<file path="src/rtl/core/sac_pkg.sv">
// Shared types and constants of the set-top adapter command responder.
package sac_pkg;

	typedef enum logic [2:0] {
		PH_IDLE    = 3'd0,
		PH_CHANNEL = 3'd1,
		PH_SEGMENT = 3'd2,
		PH_GETSTAT = 3'd3,
		PH_SETSTAT = 3'd4,
		PH_SEND    = 3'd5
	} phase_t;

	localparam logic [7:0] CMD_CHANNEL = 8'h85;
	localparam logic [7:0] CMD_SEGMENT = 8'h84;
	localparam logic [7:0] CMD_ACK     = 8'h83;
	localparam logic [7:0] CMD_GETSTAT = 8'h82;
	localparam logic [7:0] CMD_SETSTAT = 8'h81;

	localparam logic [7:0] BYTE_ESC     = 8'h10;
	localparam logic [7:0] BYTE_ACK     = 8'h06;
	localparam logic [7:0] BYTE_DONE    = 8'hE4;
	localparam logic [7:0] BYTE_FOUND   = 8'h91;
	localparam logic [7:0] BYTE_MISSING = 8'h90;
	localparam logic [7:0] BYTE_PROMPT  = 8'h9F;
	localparam logic [7:0] BYTE_NOPROMPT = 8'h1F;
	localparam logic [7:0] BYTE_STATEND = 8'hE1;
	localparam logic [7:0] BYTE_STATREQ = 8'h01;

	localparam logic [23:0] TIME_SEGMENT = 24'h7FFFFF;

	typedef struct packed {
		logic [7:0] rx_byte;
		logic       segment_found;
		logic       segment_ready;
	} sac_in_t;

	typedef struct packed {
		logic        tx_valid;
		logic [7:0]  tx_byte;
		logic        start_stream;
		logic [7:0]  pkt_num;
		logic [23:0] seg_key;
		logic [15:0] channel;
		logic        last;
	} sac_out_t;

	// outcome of one received byte
	typedef struct packed {
		logic [1:0]      n;
		logic [2:0][7:0] bytes;
		logic            start;
		logic [7:0]      pkt;
		logic [23:0]     seg;
		logic [15:0]     chan;
	} sac_res_t;

endpackage

</file>
<file path="src/rtl/core/sac_if.sv">
// Valid/ready channels carrying received bytes and responder words.
interface sac_in_if;
	import sac_pkg::*;
	logic    valid;
	logic    ready;
	sac_in_t payload;
	modport source (output valid, output payload, input ready);
	modport sink (input valid, input payload, output ready);
endinterface

interface sac_out_if;
	import sac_pkg::*;
	logic     valid;
	logic     ready;
	sac_out_t payload;
	modport source (output valid, output payload, input ready);
	modport sink (input valid, input payload, output ready);
endinterface

</file>
<file path="src/rtl/core/sac_cmd.sv">
// Command handshake state and per-byte response logic.
module sac_cmd (
	input  logic              clk,
	input  logic              arst_n,
	input  logic              advance,
	input  sac_pkg::sac_in_t  item,
	input  logic              prompt,
	output sac_pkg::sac_res_t res
);
	import sac_pkg::*;

	phase_t      phase_q, phase_d;
	logic [1:0]  cnt_q, cnt_d;
	logic [15:0] chan_q, chan_d;
	logic [7:0]  pkt_q, pkt_d;
	logic [23:0] gid_q, gid_d;
	logic [23:0] aid_q, aid_d;
	logic [23:0] gid_full;
	logic        seg_hit;
	logic [7:0]  b;

	assign b        = item.rx_byte;
	assign gid_full = {b, gid_q[15:0]};
	assign seg_hit  = item.segment_found || (gid_full == TIME_SEGMENT);

	always_ff @(posedge clk or negedge arst_n) begin
		if (!arst_n) begin
			phase_q <= PH_IDLE;
			cnt_q   <= 2'd0;
			chan_q  <= 16'd0;
			pkt_q   <= 8'd0;
			gid_q   <= 24'd0;
			aid_q   <= 24'd0;
		end else if (advance) begin
			phase_q <= phase_d;
			cnt_q   <= cnt_d;
			chan_q  <= chan_d;
			pkt_q   <= pkt_d;
			gid_q   <= gid_d;
			aid_q   <= aid_d;
		end
	end

	// next state
	always_comb begin
		phase_d = phase_q;
		cnt_d   = cnt_q + 2'd1;
		chan_d  = chan_q;
		pkt_d   = pkt_q;
		gid_d   = gid_q;
		aid_d   = aid_q;
		unique case (phase_q)
			PH_CHANNEL: begin
				if (cnt_q == 2'd0) begin
					chan_d = {chan_q[15:8], b};
				end else if (cnt_q == 2'd1) begin
					chan_d  = {b, chan_q[7:0]};
					phase_d = PH_IDLE;
				end
			end
			PH_SEGMENT: begin
				case (cnt_q)
					2'd0: pkt_d = b;
					2'd1: gid_d = {gid_q[23:8], b};
					2'd2: gid_d = {gid_q[23:16], b, gid_q[7:0]};
					default: begin
						gid_d = gid_full;
						if (seg_hit) begin
							phase_d = PH_SEND;
							aid_d   = gid_full;
						end else begin
							phase_d = PH_IDLE;
							aid_d   = 24'd0;
						end
					end
				endcase
			end
			PH_GETSTAT: begin
				cnt_d   = cnt_q;
				phase_d = PH_IDLE;
			end
			PH_SETSTAT: begin
				if (cnt_q == 2'd1)
					phase_d = PH_IDLE;
			end
			PH_SEND: begin
				if (cnt_q == 2'd0) begin
					if (b != BYTE_ESC) begin
						phase_d = PH_IDLE;
						cnt_d   = 2'd0;
					end
				end else if (cnt_q == 2'd1) begin
					phase_d = PH_IDLE;
					if (b != BYTE_ACK)
						cnt_d = 2'd0;
				end
			end
			default: begin
				cnt_d = 2'd0;
				case (b)
					CMD_CHANNEL: phase_d = PH_CHANNEL;
					CMD_SEGMENT: phase_d = PH_SEGMENT;
					CMD_GETSTAT: phase_d = PH_GETSTAT;
					CMD_SETSTAT: phase_d = PH_SETSTAT;
					default:     phase_d = PH_IDLE;
				endcase
			end
		endcase
	end

	// response words
	always_comb begin
		res       = '0;
		res.pkt   = pkt_d;
		res.seg   = aid_d;
		res.chan  = chan_d;
		unique case (phase_q)
			PH_CHANNEL: begin
				if (cnt_q == 2'd1) begin
					res.n        = 2'd1;
					res.bytes[0] = BYTE_DONE;
				end
			end
			PH_SEGMENT: begin
				if (cnt_q == 2'd3) begin
					res.n        = 2'd2;
					res.bytes[0] = BYTE_DONE;
					res.bytes[1] = seg_hit ? BYTE_FOUND : BYTE_MISSING;
				end
			end
			PH_GETSTAT: begin
				if (b == BYTE_STATREQ) begin
					res.n        = 2'd3;
					res.bytes[0] = prompt ? BYTE_PROMPT : BYTE_NOPROMPT;
					res.bytes[1] = BYTE_ESC;
					res.bytes[2] = BYTE_STATEND;
				end else begin
					res.n        = 2'd2;
					res.bytes[0] = BYTE_ESC;
					res.bytes[1] = BYTE_STATEND;
				end
			end
			PH_SETSTAT: begin
				if (cnt_q == 2'd1) begin
					res.n        = 2'd1;
					res.bytes[0] = BYTE_DONE;
				end
			end
			PH_SEND: begin
				if (cnt_q == 2'd1 && b == BYTE_ACK) begin
					if (item.segment_ready) begin
						res.n     = 2'd1;
						res.start = 1'b1;
					end else begin
						res.n        = 2'd3;
						res.bytes[0] = BYTE_ESC;
						res.bytes[1] = BYTE_ACK;
						res.bytes[2] = BYTE_DONE;
					end
				end
			end
			default: begin
				case (b) inside
					CMD_CHANNEL, CMD_SEGMENT, CMD_GETSTAT, CMD_SETSTAT: begin
						res.n        = 2'd2;
						res.bytes[0] = BYTE_ESC;
						res.bytes[1] = BYTE_ACK;
					end
					CMD_ACK: begin
						res.n        = 2'd3;
						res.bytes[0] = BYTE_ESC;
						res.bytes[1] = BYTE_ACK;
						res.bytes[2] = BYTE_DONE;
					end
					default: res.n = 2'd0;
				endcase
			end
		endcase
	end

endmodule

</file>
<file path="src/rtl/core/settop_adapter_command_responder_top.sv">
// Top level of the set-top adapter command responder.
//
//  channel  dir  handshake      word
//  req      in   valid/ready    rx_byte, segment_found, segment_ready
//  rsp      out  valid/ready    tx_valid, tx_byte, start_stream, pkt_num,
//                               seg_key, channel, last
//  cfg      in   cfg_we         cfg_wdata -> prompt_for_channel
//
// A byte is registered on acceptance and decoded in the following cycle; once the
// result buffer is free, an edge loads its words into it and the first is offered.
// Each byte gives 0 to 3 words, one per cycle while rsp does not stall, and holds
// the buffer until its last word, if any, is taken.
// A new byte is taken while the previous one's last word is being taken.
// arst_n clears the handshake state, phase and gathered registers.
// A stall on rsp holds the buffer and then the input register.
module settop_adapter_command_responder_top (
	input  logic      clk,
	input  logic      arst_n,
	input  logic      cfg_we,
	input  logic      cfg_wdata,
	sac_in_if.sink    req,
	sac_out_if.source rsp
);
	import sac_pkg::*;

	logic       prompt_q;
	logic       valid_s1;
	sac_in_t    item_s1;
	sac_res_t   res;
	sac_res_t   res_q;
	logic [1:0] n_q;
	logic [1:0] pos_q;
	logic       last;
	logic       fire;
	logic       buf_free;
	logic       advance;

	always_ff @(posedge clk or negedge arst_n) begin
		if (!arst_n)
			prompt_q <= 1'b0;
		else if (cfg_we)
			prompt_q <= cfg_wdata;
	end

	assign last     = (pos_q == (n_q - 2'd1));
	assign fire     = rsp.valid && rsp.ready;
	assign buf_free = (n_q == 2'd0) || (fire && last);
	assign advance  = valid_s1 && buf_free;
	assign req.ready = !valid_s1 || advance;

	always_ff @(posedge clk or negedge arst_n) begin
		if (!arst_n)
			valid_s1 <= 1'b0;
		else if (req.ready)
			valid_s1 <= req.valid;
	end

	always_ff @(posedge clk) begin
		if (req.valid && req.ready)
			item_s1 <= req.payload;
	end

	sac_cmd u_cmd (
		.clk     (clk),
		.arst_n  (arst_n),
		.advance (advance),
		.item    (item_s1),
		.prompt  (prompt_q),
		.res     (res)
	);

	always_ff @(posedge clk or negedge arst_n) begin
		if (!arst_n) begin
			n_q   <= 2'd0;
			pos_q <= 2'd0;
		end else if (advance) begin
			n_q   <= res.n;
			pos_q <= 2'd0;
		end else if (fire && last) begin
			n_q <= 2'd0;
		end else if (fire) begin
			pos_q <= pos_q + 2'd1;
		end
	end

	always_ff @(posedge clk) begin
		if (advance)
			res_q <= res;
	end

	assign rsp.valid                 = (n_q != 2'd0);
	assign rsp.payload.tx_valid      = !res_q.start;
	assign rsp.payload.tx_byte       = res_q.start ? 8'd0 : res_q.bytes[pos_q];
	assign rsp.payload.start_stream  = res_q.start;
	assign rsp.payload.pkt_num       = res_q.pkt;
	assign rsp.payload.seg_key       = res_q.seg;
	assign rsp.payload.channel       = res_q.chan;
	assign rsp.payload.last          = last;

	a_start_alone: assert property (@(posedge clk) disable iff (!arst_n)
		rsp.valid && rsp.payload.start_stream |-> rsp.payload.last && !rsp.payload.tx_valid)
		else $error("stream start not a lone word");

	a_pos_in_range: assert property (@(posedge clk) disable iff (!arst_n)
		rsp.valid |-> pos_q < n_q)
		else $error("word index beyond count");

	a_s1_held: assert property (@(posedge clk) disable iff (!arst_n)
		valid_s1 && !advance |=> valid_s1 && $stable(item_s1))
		else $error("pending byte lost");

	a_no_overrun: assert property (@(posedge clk) disable iff (!arst_n)
		advance |-> !rsp.valid || (fire && last))
		else $error("result buffer overwritten");

endmodule
</file>
<file path="src/flat_wrapper.sv">
// flat-port wrapper written by rule: the top's interface ports become plain ports
module settop_adapter_command_responder_top_flat import sac_pkg::*;
  (clk, arst_n, cfg_we, cfg_wdata, req_valid, req_payload, req_ready, rsp_valid, rsp_payload, rsp_ready);
  sac_in_if req_i ();
  sac_out_if rsp_i ();
  input  logic clk;
  input  logic arst_n;
  input  logic cfg_we;
  input  logic cfg_wdata;
  input wire logic [$bits(req_i.valid)-1:0] req_valid;
  input wire logic [$bits(req_i.payload)-1:0] req_payload;
  output wire logic [$bits(req_i.ready)-1:0] req_ready;
  output wire logic [$bits(rsp_i.valid)-1:0] rsp_valid;
  output wire logic [$bits(rsp_i.payload)-1:0] rsp_payload;
  input wire logic [$bits(rsp_i.ready)-1:0] rsp_ready;
  assign req_i.valid = req_valid;
  assign req_i.payload = req_payload;
  assign req_ready = req_i.ready;
  assign rsp_valid = rsp_i.valid;
  assign rsp_payload = rsp_i.payload;
  assign rsp_i.ready = rsp_ready;
  settop_adapter_command_responder_top u_core (.clk(clk), .arst_n(arst_n), .cfg_we(cfg_we), .cfg_wdata(cfg_wdata), .req(req_i), .rsp(rsp_i));
endmodule
</file>
<file path="config.mk">
export PLATFORM = sky130hd
export DESIGN_NAME = settop_adapter_command_responder_top_flat
export DESIGN_NICKNAME = d
export VERILOG_FILES = /design/src/rtl/core/sac_pkg.sv /design/src/rtl/core/sac_if.sv /design/src/rtl/core/sac_cmd.sv /design/src/rtl/core/settop_adapter_command_responder_top.sv /design/src/flat_wrapper.sv
export SDC_FILE = /design/constraint.sdc
export NUM_CORES = 1
export LEC_CHECK = 0
export ABC_AREA = 0
export BUFFER_PORTS_ARGS = -buffer_cell sky130_fd_sc_hd__buf_2
export CAP_MARGIN = 10
export CORE_MARGIN = 2
export CORE_UTILIZATION = 59
export CTS_CLUSTER_SIZE = 12
export DETAILED_ROUTE_END_ITERATION = 6
export PLACE_DENSITY_LB_ADDON = 0.25
export SETUP_SLACK_MARGIN = 0.5
export SLEW_MARGIN = 20
export SYNTH_ARGS = -nofsm -noshare
export SYNTH_HDL_FRONTEND = slang
export SYNTH_SLANG_ARGS = --single-unit
</file>
<file path="constraint.sdc">
create_clock -name clk -period 3.6 [get_ports clk]
set_input_delay 0.72 -clock clk [delete_from_list [all_inputs] [get_ports clk]]
set_output_delay 0.72 -clock clk [all_outputs]
set_load 0.02 [all_outputs]
</file>
==> summary.md, run 1 <==
| Metric | Value |
|---|---|
| Cts bufs inserted | 17 |
| Hold-fix buffers at CTS | 0 |
| Post-CTS Setup Bufs | 0 |
| Startpoint types | register |
| Total GRT Usage | 22.3% |
| Non-Filler Instances | 772 |
| Synth top area cells | edfxtp_1, dfrtp_1, mux2_2 |
| Rows | 39 |
| Most frequent cells in the layout | nand2_1, buf_2, dfrtp_1 |
| Clock tree sinks | 147 |
| Post-CTS sizing | 0 |
| VDD IR-drop max | 0.483 mV |
| Dominant synthesized flop cell | dfrtp_1 |
| Critical Path RT | 2880 ps |
| Initial antenna violation count | 0 |
| Via count | 4344 |
| First-pass GRT wire length | 21700 um |
| GRT overflow | 0 |
| Placed Cells | 740 |
| Root Driver | clkbuf_16 |
| Most common cell after layout, fill and taps aside | nand2_1 |
| Starting density of the core | 60.7% |
| FMAX | 363 MHz |
| Clk buf depth | 2 |
| Yosys warning total | 0 |
| Clock slew at reported path FFs | 60 ps |
| Cell Area, Placed | 7080 um2 |
| Top cell type's share of synthesized area | 31.1% |
| Synth Area per Inst | 11.6 um2 |
| Slew @ Worst Pin | 848 ps |
| WP data arrival | 2040 ps |
| Drt first pass iters | 5 |
| Hold crit path type | in -> async |
| Post-synth ARST share | 51.0% |
| PwrDens | 652 nW/um2 |
| DIE AREA | 12700 um2 |
| IO buf count | 76 |
| Status | complete, no violations |
| H-tree depth | 4 |
| Flops & latches, synth | 147 |
| Worst setup path class | reg -> out |
| Post-synth EDFFs | 72 |
| RSZ-0062 raised after global routing | no |
| Period Utilization, post-route | 76.6% |
| Largest net degree at the start of global routing | 62 |
| Fin. Hold Viols | 0 |
| Die Span X | 113 um |
| Final instance area | 7610 um2 |
| Final HPWL DP | 8480 um |
| Final #Nets | 639 |
| Slew headroom | 43.5% |
| Core area | 11500 um2 |
| Worst setup EP type | output port |
| Syn Inst Count | 599 |
| Clock skew | 9.01 ps |
| Max Cap Viol | 0 |
| Residual DRC | 0 |
| # setup viols final | 0 |
| Die height | 113 um |
| Max Slew Vio Count | 0 |
| Setup_tns | 0 ps |
| Yosys top cell by area | edfxtp_1 |
| Register area share after synthesis | 58.1% |
| Leakage power | 3.37 nW |
| Final RePlAce weighted congestion | 0.848 |
| Synth cell types | 55 |
| Synth Net Count | 622 |
| Diodes inserted | 0 |
| Wire per inst | 16.9 um |
| Crit path max fanout | 5 |
| Area grow syn2layout | 9.35% |
| Share of layout cells above drive strength 1 | 28.3% |
| DR iter-0 viols | 314 |
| CTS tree | done |
| Minimum clock period | 2760 ps |
| Vias in the first global route | 4319 |
| Routed WL | 13000 um |
| Io pins | 77 |
| Worst skew pair latency | 420 ps |
| Syn Std Cell Area | 6960 um2 |
| Antenna-violating nets left | 0 |
| DR vias/cell | 5.63 |
path summary, 6_finish.rpt:
path | start | to | slack [ps] | depth (start not counted)
setup / recovery | u_core.n_q[0] | req_ready | 840 | 7
hold / removal | arst_n | u_core.u_cmd.pkt_q[2] | 400 | 1
setup reg to reg | u_core.u_cmd.phase_q[1] | u_core.u_cmd.pkt_q[5] | 1090 | 4
hold reg to reg | u_core.u_cmd.aid_q[22] | u_core.u_cmd.aid_q[22] | 480 | 2
max in group asynchronous | arst_n | u_core.u_cmd.aid_q[13] | 2480 | 2
min in group clk | req_payload[0] | u_core.item_s1[0] | 470 | 1
state kept, by name (all words and copies together), names as in the netlist:
signal                flops
u_core.rsp.payload       49
u_core.u_cmd.chan_q      16
u_core.res_q             13
u_core.valid_s1           1
u_core.u_cmd.pkt_q        8
u_core.u_cmd.aid_q       24
u_core.u_cmd.phase_q      3
u_core.item_s1           10
u_core.u_cmd.gid_q       16
u_core.pos_q              2
u_core.prompt_q           1
u_core.u_cmd.cnt_q        2
u_core.n_q                2
through the flow:
step / total power, mW / utilization [%] / setup WS (ps) / hold slack (ps)
finish: 4.96 / 66.3 / 844 / 402
global route: 5.19 / 66.3 / 733 / 459
CTS: 5.00 / 66.3 / 826 / 416
detailed placement: 3.43 / 61.7 / 1110 / 471
global placement: 3.37 / 61.7 / 1120 / 461
floorplan: 3.25 / - / 910 / 424
where the power goes:
group	total [mW]	switching (mW)	internal, mW
combinational	1.10	0.643	0.455
sequential	2.30	0.174	2.12
clock	1.57	0.620	0.947
area by class of cell:
class | instances | area (um2)
clock buffers | 27 | 503
clock inverters | 5 | 26.3
fillers | 870 | 3860
inverters | 13 | 48.8
multi-input cells | 352 | 2340
flip-flops and latches | 147 | 4040
well taps | 143 | 179
repair buffers | 85 | 473
per-layer routing:
metal  wire length (um)  part of all wire, %  GRT usage, %  vias to the layer above
met5                  0                    0             0                        -
met4                259                  2.0          8.70                        0
met3                815                  6.3          7.83                       23
met2               6030                   46          33.6                      131
met1               5920                   45          29.9                     2121
li1                   -                    -             -                     2069
critical path, stage by stage, from the launching register on:
cell and delay (ps):
dfrtp_1 370, inv_1 50, ha_1 300, xor2_1 160, and2_1 210, a21oi_1 240, nand2_1 110, buf_2 170
synthesized netlist by cell type (all sizes together), types with 2 or more instances:
library cell  instances
nand2                98
xor2                  3
o21a                  3
ha                    7
nand3b                3
a21oi                12
inv                  13
and3b                 2
nand3                 7
nor2                 20
nand4                 5
buf                  65
a31oi                 2
nor3                  7
dfrtp                75
a22oi                 2
and2                  7
o31ai                 2
o21ai                62
nor4                  2
edfxtp               72
nor2b                12
mux2i                 7
clkbuf               22
nand2b                4
mux2                 65
cell families (layout without fill, tap and decap cells):
kind of cell               count (synthesis)  in the layout  synth area share, %
and+or+nand+nor                          176            176                 12.2
adders and majority gates                  7              7                 1.26
muxes                                     72             72                 12.0
xor gates and xnor gates                   4              4                0.504
AOI/OAI and AO/OA                         93             93                 7.45
buffers and inverters                    100            130                 8.58
DFF                                      147            147                 58.1
(Power assumes the default switching activity.)
==> run 2, diff against run 1 <==
clock period = 2.7 ns   (was 3.6 ns; I/O delays follow)
==> run 2 against run 1 <==
Net effect:
- combinational power grew 51%
- final cell count is 3.2% higher
- critical path type unchanged
- clock power up 48%
- sequential share of layout area decreased by 2.4 points
- register-to-register slack worse by 540 ps
- power is 41% higher
- highest routed layer is now met5
- global-route usage rose by 0.10 points
- sequential power up 32%
- wire length increased by 5.2%
- worst hold slack worse by 270 ps
- worst setup slack got worse by 450 ps
- utilization increased by 3.2 points
==> summary.md, run 2 (synthesis results as in run 1) <==
| Metric | Value |
|---|---|
| Final worst setup slack | 395 ps |
| Core area | 11500 um2 |
| Cts bufs inserted | 17 |
| Clk buf depth | 2 |
| Slew headroom | 69.4% |
| Final RePlAce weighted congestion | 0.848 |
| Via count | 4482 |
| Io pins | 77 |
| Worst setup path class | reg -> out |
| Final instance area | 7980 um2 |
| Non-Filler Instances | 797 |
| Total GRT Usage | 22.4% |
| H-tree depth | 4 |
| Routed WL | 13700 um |
| Max Cap Viol | 0 |
| Crit path max fanout | 3 |
| Die height | 113 um |
| Fin. Hold Viols | 0 |
| Largest net degree at the start of global routing | 76 |
| Diodes inserted | 0 |
| # setup viols final | 0 |
| Worst setup EP type | output port |
| Worst skew pair latency | 420 ps |
| Rows | 39 |
| Period Utilization, post-route | 85.4% |
| DR vias/cell | 5.62 |
| Starting density of the core | 60.7% |
| Max Slew Vio Count | 0 |
| Critical Path RT | 2160 ps |
| Vias in the first global route | 4376 |
| Largest register FFs | 49 |
| Residual DRC | 0 |
| DIE AREA | 12700 um2 |
| Wire per inst | 17.2 um |
| DR iter-0 viols | 367 |
| Slew @ Worst Pin | 455 ps |
| CTS tree | done |
| Status | complete, no violations |
| Final hold slack | 129 ps |
| Most frequent cells in the layout | nand2_1, buf_2, edfxtp_1 |
| Initial antenna violation count | 1 |
| VDD IR-drop max | 0.664 mV |
| Die Span X | 113 um |
| IO buf count | 76 |
| Post-place setup slack | 316 ps |
| RSZ-0062 raised after global routing | yes |
| First-pass GRT wire length | 22100 um |
| Most common cell after layout, fill and taps aside | nand2_1 |
| Final HPWL DP | 8580 um |
| Leakage power | 3.56 nW |
| WP data arrival | 1760 ps |
| Hold-fix buffers at CTS | 0 |
| Placed Cells | 748 |
| Final core area utilization | 69.6% |
| Clock skew | 6.80 ps |
| Hold crit path type | in -> async |
| PwrDens | 880 nW/um2 |
| GRT overflow | 0 |
| Area grow syn2layout | 14.7% |
| Cell Area, Placed | 7130 um2 |
| Minimum clock period | 2300 ps |
| Setup_tns | 0 ps |
| Drt first pass iters | 7 |
| Share of layout cells above drive strength 1 | 34.6% |
| Root Driver | clkbuf_16 |
| Startpoint types | register |
| Clock slew at reported path FFs | 60 ps |
| Final Power | 7.02 mW |
| Antenna-violating nets left | 0 |
| Final #Nets | 664 |
| Clock tree sinks | 147 |
| FMAX | 434 MHz |
## run 2: cell type report
cell class / count / area, um2
Clock buffer: 27 / 513
Clock inverter: 5 / 73.8
Fill cell: 779 / 3490
Inverter: 13 / 48.8
Multi-Input combinational cell: 353 / 2460
Sequential cell: 147 / 4050
Tap cell: 143 / 179
Timing Repair Buffer: 109 / 658
## run 2: path summary, 6_finish.rpt
path                                       startpoint  slack [ps]                endpoint  cells past startpoint
worst max-delay path                    u_core.n_q[0]         400               req_ready                      7
worst min-delay path                           arst_n         130   u_core.u_cmd.pkt_q[2]                      2
worst max register to register  u_core.u_cmd.cnt_q[1]         550  u_core.u_cmd.chan_q[9]                      6
worst min register to register  u_core.u_cmd.aid_q[4]         480   u_core.u_cmd.aid_q[4]                      2
max in group asynchronous                      arst_n        2190         u_core.pos_q[1]                      2
min in group clk                       req_payload[2]         290       u_core.item_s1[2]                      1
## run 2: repair_timing
item	CTS	global route
pin swaps	4	2
cloned	0	1
setup endpoints to repair	57	89
setup buffers	6	10
resized for setup	20	18
## run 2: power breakdown
| group | internal (mW) | switching, mW | total (mW) |
|---|---|---|---|
| Clock | 1.48 | 0.838 | 2.32 |
| Combinational | 0.718 | 0.944 | 1.66 |
| Sequential | 2.83 | 0.206 | 3.04 |
| Total | 5.03 | 1.99 | 7.02 |
## run 2: worst max-delay path: stages, from the launching register on
cell and delay, ps:
dfrtp_1 410, inv_2 80, ha_4 200, xor2_2 140, and2_4 180, a21oi_4 130
nand2_2 80, buf_6 140
## run 2: routing by layer
metal	routed length, um	vias up	global-route usage (%)
li1	-	2120	-
met1	6100	2210	30.9
met2	6580	134	34.2
met3	835	16	6.48
met4	169	2	8.05
met5	13	-	0
